===== config.mk =====
export PLATFORM = sky130hd
export DESIGN_NAME = format_capacity_reply_parser_unit
export DESIGN_NICKNAME = d
export VERILOG_FILES = /design/src/fcrp_pkg.sv /design/src/fcrp_parser.sv /design/src/fcrp_queue.sv /design/src/format_capacity_reply_parser_unit.sv
export SDC_FILE = /design/constraint.sdc
export NUM_CORES = 1
export LEC_CHECK = 0
export ABC_CLOCK_PERIOD_IN_PS = 5400
export BUFFER_PORTS_ARGS = -buffer_cell sky130_fd_sc_hd__buf_2
export CAP_MARGIN = 25
export CORE_MARGIN = 1.5
export CORE_UTILIZATION = 45
export CTS_BUF_LIST = sky130_fd_sc_hd__clkbuf_4
export DETAILED_ROUTE_END_ITERATION = 8
export GPL_ROUTABILITY_DRIVEN = 0
export PLACE_DENSITY = 0.65
export SYNTH_ARGS = -nofsm -noshare
export SYNTH_HDL_FRONTEND = slang
export SYNTH_SLANG_ARGS = --single-unit

===== constraint.sdc =====
create_clock -name clk -period 5.4 [get_ports clk]
set_clock_uncertainty 0.05 [all_clocks]
set_input_delay 0.27 -clock clk [delete_from_list [all_inputs] [get_ports clk]]
set_output_delay 0.27 -clock clk [all_outputs]
set_load 0.01 [all_outputs]

===== src/fcrp_pkg.sv =====
package fcrp_pkg;

    localparam int MaxDescriptors = 16;
    localparam int QueueDepth     = 4;
    localparam int PtrW           = $clog2(QueueDepth);
    localparam int LvlW           = $clog2(QueueDepth + 1);

    localparam logic [8:0] LenPos      = 9'd3;
    localparam logic [8:0] CurEndPos   = 9'd11;
    localparam logic [8:0] FirstFmtPos = 9'd12;
    localparam logic [8:0] PosMax      = 9'd511;
    localparam logic [2:0] DescLastOff = 3'd7;

    typedef enum logic [1:0] {
        KIND_CURRENT = 2'd0,
        KIND_FORMAT  = 2'd1,
        KIND_END     = 2'd2
    } record_kind_t;

    typedef struct packed {
        record_kind_t kind;
        logic [31:0]  block_count;
        logic [5:0]   type_code;
        logic [23:0]  block_param;
        logic [4:0]   descriptor_index;
        logic         parse_ok;
        logic         last_result;
    } record_t;

    typedef struct packed {
        logic [1:0] count;
        record_t    first;
        record_t    second;
    } push_t;

    typedef struct packed {
        logic [LvlW-1:0] level;
        logic            room;
    } queue_status_t;

endpackage


===== src/fcrp_parser.sv =====
module fcrp_parser (
    input  logic              clk,
    input  logic              rst_n,
    input  logic              fire,
    input  logic [7:0]        data_byte,
    input  logic              last_byte,
    output fcrp_pkg::push_t   push
);

    logic [8:0]  pos_reg,     pos_next;
    logic [7:0]  claimed_reg, claimed_next;
    logic [55:0] shift_reg,   shift_next;
    logic [4:0]  count_reg,   count_next;
    logic        seen_reg,    seen_next;

    logic [7:0]  claimed_eff;
    logic [8:0]  fmt_off;
    logic [5:0]  idx;
    logic        cur_hit;
    logic        fmt_hit;
    logic        has_desc;
    logic [7:0]  tbyte;
    fcrp_pkg::record_t desc_rec;
    fcrp_pkg::record_t end_rec;

    always_comb
    begin
        // byte 3 is usable on the same beat it arrives
        claimed_eff = (pos_reg == fcrp_pkg::LenPos) ? data_byte : claimed_reg;
        tbyte       = shift_reg[23:16];
        fmt_off     = pos_reg - fcrp_pkg::FirstFmtPos;
        idx         = fmt_off[8:3];

        cur_hit = (pos_reg == fcrp_pkg::CurEndPos) && (claimed_eff[7:3] != 5'd0);
        fmt_hit = (pos_reg >= fcrp_pkg::FirstFmtPos)
               && (fmt_off[2:0] == fcrp_pkg::DescLastOff)
               && seen_reg
               && (idx == {1'b0, count_reg})
               && (idx < 6'(fcrp_pkg::MaxDescriptors))
               && ({2'b00, claimed_eff[7:3]} >= ({1'b0, idx} + 7'd2));
        has_desc = cur_hit || fmt_hit;

        seen_next  = seen_reg || cur_hit;
        count_next = fmt_hit ? (idx[4:0] + 5'd1) : count_reg;

        desc_rec.kind             = cur_hit ? fcrp_pkg::KIND_CURRENT : fcrp_pkg::KIND_FORMAT;
        desc_rec.block_count      = shift_reg[55:24];
        desc_rec.type_code        = cur_hit ? {4'b0000, tbyte[1:0]} : tbyte[7:2];
        desc_rec.block_param      = {shift_reg[15:0], data_byte};
        desc_rec.descriptor_index = cur_hit ? 5'd0 : idx[4:0];
        desc_rec.parse_ok         = 1'b0;
        desc_rec.last_result      = 1'b0;

        end_rec.kind             = fcrp_pkg::KIND_END;
        end_rec.block_count      = 32'd0;
        end_rec.type_code        = 6'd0;
        end_rec.block_param      = 24'd0;
        end_rec.descriptor_index = seen_next ? count_next : 5'd0;
        end_rec.parse_ok         = seen_next;
        end_rec.last_result      = 1'b1;

        push.count  = fire ? ({1'b0, has_desc} + {1'b0, last_byte}) : 2'd0;
        push.first  = has_desc ? desc_rec : end_rec;
        push.second = end_rec;

        pos_next     = (pos_reg == fcrp_pkg::PosMax) ? pos_reg : (pos_reg + 9'd1);
        claimed_next = claimed_eff;
        shift_next   = {shift_reg[47:0], data_byte};
    end

    always_ff @(posedge clk or negedge rst_n)
    begin
        if (!rst_n)
        begin
            pos_reg     <= '0;
            claimed_reg <= '0;
            shift_reg   <= '0;
            count_reg   <= '0;
            seen_reg    <= 1'b0;
        end
        else if (fire)
        begin
            if (last_byte)
            begin
                // reply closed, start clean for the next one
                pos_reg     <= '0;
                claimed_reg <= '0;
                shift_reg   <= '0;
                count_reg   <= '0;
                seen_reg    <= 1'b0;
            end
            else
            begin
                pos_reg     <= pos_next;
                claimed_reg <= claimed_next;
                shift_reg   <= shift_next;
                count_reg   <= count_next;
                seen_reg    <= seen_next;
            end
        end
    end

endmodule


===== src/fcrp_queue.sv =====
module fcrp_queue (
    input  logic                      clk,
    input  logic                      rst_n,
    input  fcrp_pkg::push_t           push,
    input  logic                      pop,
    output fcrp_pkg::record_t         head,
    output fcrp_pkg::queue_status_t   status
);

    fcrp_pkg::record_t mem_reg [fcrp_pkg::QueueDepth];

    logic [fcrp_pkg::PtrW-1:0] wr_ptr_reg, wr_ptr_next;
    logic [fcrp_pkg::PtrW-1:0] rd_ptr_reg, rd_ptr_next;
    logic [fcrp_pkg::LvlW-1:0] level_reg,  level_next;
    logic [fcrp_pkg::PtrW-1:0] wr_ptr_second;

    always_comb
    begin
        wr_ptr_second = wr_ptr_reg + fcrp_pkg::PtrW'(1);
        wr_ptr_next   = wr_ptr_reg + fcrp_pkg::PtrW'(push.count);
        rd_ptr_next   = pop ? (rd_ptr_reg + fcrp_pkg::PtrW'(1)) : rd_ptr_reg;
        level_next    = level_reg + fcrp_pkg::LvlW'(push.count)
                      - fcrp_pkg::LvlW'(pop);

        head          = mem_reg[rd_ptr_reg];
        status.level  = level_reg;
        // a beat may bring two records
        status.room   = (level_reg <= fcrp_pkg::LvlW'(fcrp_pkg::QueueDepth - 2));
    end

    always_ff @(posedge clk)
    begin
        if (push.count != 2'd0)
        begin
            mem_reg[wr_ptr_reg] <= push.first;
        end
        if (push.count == 2'd2)
        begin
            mem_reg[wr_ptr_second] <= push.second;
        end
    end

    always_ff @(posedge clk or negedge rst_n)
    begin
        if (!rst_n)
        begin
            wr_ptr_reg <= '0;
            rd_ptr_reg <= '0;
            level_reg  <= '0;
        end
        else
        begin
            wr_ptr_reg <= wr_ptr_next;
            rd_ptr_reg <= rd_ptr_next;
            level_reg  <= level_next;
        end
    end

endmodule


===== src/format_capacity_reply_parser_unit.sv =====
// a record completed by a beat is registered into the result queue and offered on the output from there
// throughput: one reply byte per cycle while in_ready is high; the final byte may yield two records
// input stalls only while the four-entry result queue holds three or more records
// reset (rst_n low, asynchronous) clears the byte position, length, shift and counts
// and empties the result queue; the block is ready as soon as reset releases
module format_capacity_reply_parser_unit (
    input  logic        clk,
    input  logic        rst_n,
    input  logic        in_valid,
    output logic        in_ready,
    input  logic [7:0]  data_byte,
    input  logic        last_byte,
    output logic        out_valid,
    input  logic        out_ready,
    output logic [1:0]  record_kind,
    output logic [31:0] block_count,
    output logic [5:0]  type_code,
    output logic [23:0] block_param,
    output logic [4:0]  descriptor_index,
    output logic        parse_ok,
    output logic        last_result
);

    fcrp_pkg::push_t         push;
    fcrp_pkg::record_t       head;
    fcrp_pkg::queue_status_t status;
    logic                    in_fire;
    logic                    out_fire;

    assign in_ready  = status.room;
    assign out_valid = (status.level != '0);
    assign in_fire   = in_valid && in_ready;
    assign out_fire  = out_valid && out_ready;

    fcrp_parser u_parser (
        .clk       (clk),
        .rst_n     (rst_n),
        .fire      (in_fire),
        .data_byte (data_byte),
        .last_byte (last_byte),
        .push      (push)
    );

    fcrp_queue u_queue (
        .clk    (clk),
        .rst_n  (rst_n),
        .push   (push),
        .pop    (out_fire),
        .head   (head),
        .status (status)
    );

    assign record_kind      = head.kind;
    assign block_count      = head.block_count;
    assign type_code        = head.type_code;
    assign block_param      = head.block_param;
    assign descriptor_index = head.descriptor_index;
    assign parse_ok         = head.parse_ok;
    assign last_result      = head.last_result;

`ifndef ASSERT_OFF
    a_level_bound: assert property (@(posedge clk) disable iff (!rst_n)
        status.level <= fcrp_pkg::LvlW'(fcrp_pkg::QueueDepth))
        else $error("result queue overflow");

    a_end_queued: assert property (@(posedge clk) disable iff (!rst_n)
        in_fire && last_byte |=> out_valid)
        else $error("final beat left no record");

    a_end_kind: assert property (@(posedge clk) disable iff (!rst_n)
        out_valid && last_result |-> record_kind == fcrp_pkg::KIND_END)
        else $error("last_result on a descriptor record");

    a_ok_only_end: assert property (@(posedge clk) disable iff (!rst_n)
        out_valid && parse_ok |-> last_result)
        else $error("parse_ok outside end record");
`endif

endmodule


# --- After elaboration in Yosys (flattened, before gate mapping) ---
# Memory sizes are Yosys's and may differ from the RTL's.
# Cells that the tools add are included.
# W data, S select, Z words.
classes:
  order_cmp: 4
  eq_ne: 7
  n_reduce_logical: 14
  n_addsub: 10
  mux: 18
ops:
  columns: ["cell", "count"]
  rows:
  - ["$mux W71", 1]
  - ["$mux W56", 1]
  - ["$mux W5", 4]
  - ["$mux W9", 2]
  - ["$mux W8", 2]
  - ["$add A9 B1 Y9 const B", 1]
  - ["$eq A9 B2 Y1 const B", 1]
  - ["$eq A9 B4 Y1 const B", 1]
  - ["$eq A9 B9 Y1 const B", 1]
  - ["$ge A9 B4 Y1 const B", 1]
  - ["$sub A9 B4 Y9 const B", 1]
  - ["$logic_and A1 B1 Y1", 8]
  - ["$add A6 B2 Y7 const B", 1]
  - ["$ge A5 B7 Y1", 1]
  - ["$eq A6 B5 Y1", 1]
  - ["$lt A6 B5 Y1 const B", 1]
  - ["$mux W1", 6]
  - ["$mux W6", 1]
  - ["$add A5 B1 Y5 const B", 1]
  - ["$reduce_bool A5 Y1", 1]
  - ["$add A2 B1 Y2 const B", 2]
  - ["$add A3 B2 Y3", 1]
  - ["$eq A3 B3 Y1 const B", 1]
  - ["$le A3 B2 Y1 const B", 1]
  - ["other kinds (10)", 11]
totals:
  mem_count: 1
  wordCells: 62
  input_bits: 13
  regBits: 83
  ramBits: 284
  out_inout_bits: 73
mem_list:
  columns: ["memory", "words", "word_bits", "rd", "rd_ports_with_merged_regs", "wr", "line_no", "rtl"]
  rows:
  - ["u_queue.mem_reg", 4, 71, 1, 0, 2, "fcrp_queue.sv:10", "fcrp_pkg::record_t mem_reg [fcrp_pkg::QueueDepth];"]

# --- Depth between registers and ports, before layout ---
depth:
  depth_word: 13
  ltp_mapped: 23
  ltp_nobuf: 19

# --- Hierarchy ---
# From an unflattened synthesis, not the netlist that was laid out.
unflattened:
  hier_cells: 1288
  hier_area_um2: 19117.1
modules_own_cells:
  columns: ["mod", "instances", "area_each_um2", "cells_per_inst"]
  rows:
  - ["fcrp_queue", 1, 14072.2, 725]
  - ["fcrp_parser", 1, 5022.3, 560]
  - ["format_capacity_reply_parser_unit", 1, 22.5, 3]

# --- Worst setup path after synthesis ---
# Ideal clock, no wire load.
synth_timing:
  kind: "flip-flop to flip-flop"
  start: "reg u_parser.pos_reg[0]"
  end: "mem u_queue.mem_reg[1][1] in the netlist's numbering, enable pin"
  arrival_ns: 4.602
  setup_time_ns: 0.277
  path_stages_with_launch: 19
  synth_period_minus_slack_ns: 4.929
  path_buffers: 4
  path_slack_ns: 0.471
  cell_sequence: "dfrtp_1 ha_1 or3b_2 nor2_1 nand2_1 mux2_2 ha_1 a211oi_1 nand4_4 nand4_4 buf_2 buf_2 nand2_1 ha_1 mux2i_1 or3_1 clkbuf_1 clkbuf_1 inv_1"
synth_rtl:
  columns: ["element", "line_no", "rtl"]
  rows:
  - ["start: declaration", "fcrp_parser.sv:10", "logic [8:0] pos_reg, pos_next;"]
  - ["start signal: assignment", "fcrp_parser.sv:94", "pos_reg <= pos_next;"]
  - ["end: declaration", "fcrp_queue.sv:10", null]

==> flow_summary.yaml <==
floorplan:
  die_h_um: 187
  fp-row-count: 67
  die_area_um2: 35000
  start_util_pct: 45.6
  io-pin-count: 86
  die_w_um: 187
  core_area_um2: 33400
sta:
  rsz0062_at_grt: "no"
  hold_slack_ns: 0.0710
  setup_tns_ns: 0
  max_freq_mhz: 205
  min_period_ns: 4.88
  fin_ws_ns: 0.521
  slew_headroom_pct: 35.7
  finalSetupViolCount: 0
  final-hold-violation-count: 0
  fin_crit_sh_pct: 90.4
  report.final.slew_viol_count: 0
  worstMarginPinSlew_ns: 0.964
synth:
  yosysSeqAreaShare_pct: 52.0
  synth_edf_count: 24
  syn_inst: 1319
  synth.area.mux_share_pct: 11.0
  synth.top_cell.area_share_pct: 33.6
  synth_most_common_cell: "dfxtp_1"
  ys_seq_elements: 363
  yosysTopAreaCell: "dfxtp_1"
  synth_xor_area_share_pct: 1.26
  yosysWarnings: 0
  syn_nets: 1352
  synth_top_family_by_area: "compound AO/OA/AOI/OAI gates"
  syn_area_per_cell_um2: 11.6
  synth_adder_area_share_pct: 1.69
  synth_compound_area_share_pct: 17.2
  yosys-top-cells-count: "dfxtp_1, a22o_1, nand2_1"
  synth.area.top_cells: "dfxtp_1, dfrtp_1, a22o_1"
  synthSimpleGateAreaFrac_pct: 12.7
  async_reset_ff_share_pct: 22.9
  synth_area_um2: 15200
  synth.distinct_cells: 63
  synth_top_flop_cell: "dfxtp_1"
clock_network:
  htree_levels: 3
  cts_sinks: 363
  root_buffer: "clkbuf_4"
  cts_tree: "yes"
  clock_path_buffers: 3
  cts_inserted_buffers: 95
  clk_pin_slew_ns: 0.07
  clk_latency_ns: 0.75
  post_cts.repair.setup_buffers: 0
layout:
  largest_register_ffs: 280
  final_cells: 1956
  layout-drive-gt1-share_pct: 24.8
  fin_util_pct: 52.0
  syn_to_final_growth_pct: 14.1
  layout.nets: 1462
worst_hold_path:
  hold_path_end: "u_queue.wr_ptr_reg[0]$_DFF_PN0_"
  hold_class: "in2reg"
  hold-path-cell-count: 3
  min_from: "in_valid"
place:
  dp_hpwl_um: 23300
  dp_cells: 1768
  io_buffers: 85
  dpl_worst_slack_ns: 0.350
route:
  dr.pass1.iters: 5
  drt-initial-drc-count: 848
  route.vias.total: 11400
  drc: 0
  wl_um: 39700
  wl_per_cell_um: 20.3
  drt-vias-per-instance: 5.82
  ant_nets: 0
global_route:
  gr-usage-all-layers_pct: 22.8
  overflow: 0
  antenna_found_initial: 2
  grt_start_max_net_pins: 72
  grt_first_pass_wirelength_um: 64000
  grt_pass1_vias: 11600
critical_path:
  crit_start: "u_parser.pos_reg[0]$_DFFE_PN0P_"
  path_cells: "ha_1 > or3b_2 > nor2_1 > nand2_1 > mux2_2 > ha_1 > a211oi_2 > nand4_4 > nand4_4 > nand2_1 > ha_1 > nor2_1 > nand3b_1 > nor2_1 > and3_1 > and2_1 > a221o_1"
  r2r_cells: 17
  path_class: "reg2reg"
  required_ns: 5.97
  end_kind: "register"
  slowest_delay_ns: 0.56
  slowest_stage: "nor2_1"
  reg2reg_slack_ns: 0.52
  reg2reg_to: "u_queue.mem_reg[2][4]$_DFFE_PP_"
  arrival_ns: 5.45
  crit_fanout: 7
  cp-start-kind: "register"
  r2r_start: "u_parser.pos_reg[0]$_DFFE_PN0P_"
power:
  leakagePower_nw: 7.34
  vdd_drop_max_uv: 218
  powerDensity_nw_per_um2: 404
flow_run:
  maxCapViolCount: 0
outcome:
  outcome: "completed"
metal layers:
| metal | track usage, % | wire length [µm] | vias up |
|---|---|---|---|
| li1 | - | - | 5187 |
| met1 | 30.7 | 17600 | 5754 |
| met2 | 37.6 | 19300 | 393 |
| met3 | 3.77 | 2140 | 48 |
| met4 | 7.66 | 663 | 2 |
| met5 | 0 | 17 | - |
final cells by class:
class	instances	area, µm²
Clock inverter	22	123
Multi-Input combinational cell	825	6730
Sequential cell	363	7930
Tap cell	448	561
Antenna cell	2	5.00
Inverter	22	82.6
Clock buffer	152	1140
Timing Repair Buffer	122	823
Fill cell	2980	16100
stage by stage:
stage          power (mW)  instance area, µm²
2_1_floorplan        4.15               15200
3_3_place_gp         4.60               16000
3_5_place_dp         4.63               16000
4_1_cts              7.10               17400
5_1_grt              7.39               17400
6_report             7.03               17400
placed cells by master (no fill, tap or decap), types with 11 or more instances in the layout:
cell | netlist | layout
dfxtp_1 | 256 | 256
a22o_1 | 227 | 227
nand2_1 | 204 | 201
clkbuf_4 | 0 | 152
buf_2 | 12 | 84
dfrtp_1 | 83 | 81
mux4_2 | 70 | 70
nand3b_1 | 59 | 59
nor2_1 | 28 | 28
o21ai_0 | 25 | 25
edfxtp_1 | 24 | 24
inv_1 | 22 | 22
nand3_1 | 22 | 22
o21ai_1 | 21 | 20
ha_1 | 19 | 19
buf_4 | 6 | 19
xnor2_1 | 16 | 16
dlygate4sd3_1 | 0 | 12
clkinv_1 | 0 | 11
cells by family (layout without fill, tap and decap cells):
| logic type | after synthesis | count (layout) |
|---|---|---|
| muxes | 79 | 79 |
| xor gates and xnor gates | 22 | 22 |
| AOI/OAI and AO/OA | 324 | 324 |
| and+or+nand+nor | 380 | 380 |
| adders and majority gates | 20 | 20 |
| other | 0 | 2 |
| DFF | 363 | 363 |
| buffers and inverters | 131 | 318 |
worst max-delay path: cells and delay by family (launching register included):
family          cells  cell delay [ns]
compound gates      2             0.52
fa+ha+maj           3             0.92
simple gates       11             2.57
flops               1             0.40
mux                 1             0.32
how the worst max path moves through the flow:
stage / endpoint / slack (ns) / cells after the start
global placement: u_queue.mem_reg[2][4]$_DFFE_PP_ / 0.46 / 17
floorplan: u_queue.mem_reg[1][1]$_DFFE_PP_ / 0.47 / 18
detailed placement: u_queue.mem_reg[2][4]$_DFFE_PP_ / 0.35 / 17
CTS: u_queue.mem_reg[2][7]$_SDFFE_PP0N_ / 0.38 / 17
global route: u_queue.mem_reg[0][13]$_SDFFE_PP0P_ / 0.14 / 18
finish: u_queue.mem_reg[2][4]$_DFFE_PP_ / 0.52 / 17
power breakdown:
part           switching (mW)  internal [mW]
logic                   0.688          0.493
registers               0.490           2.91
clock network            1.13           1.32
what timing repair did:
action | 4_1_cts | 5_1_grt
gates resized for setup | 0 | 1
setup endpoints to repair | 0 | 20
endpoints found under the hold margin | 90 | 0
hold buffers | 12 | 0
Power figures use the tool's default switching activity.
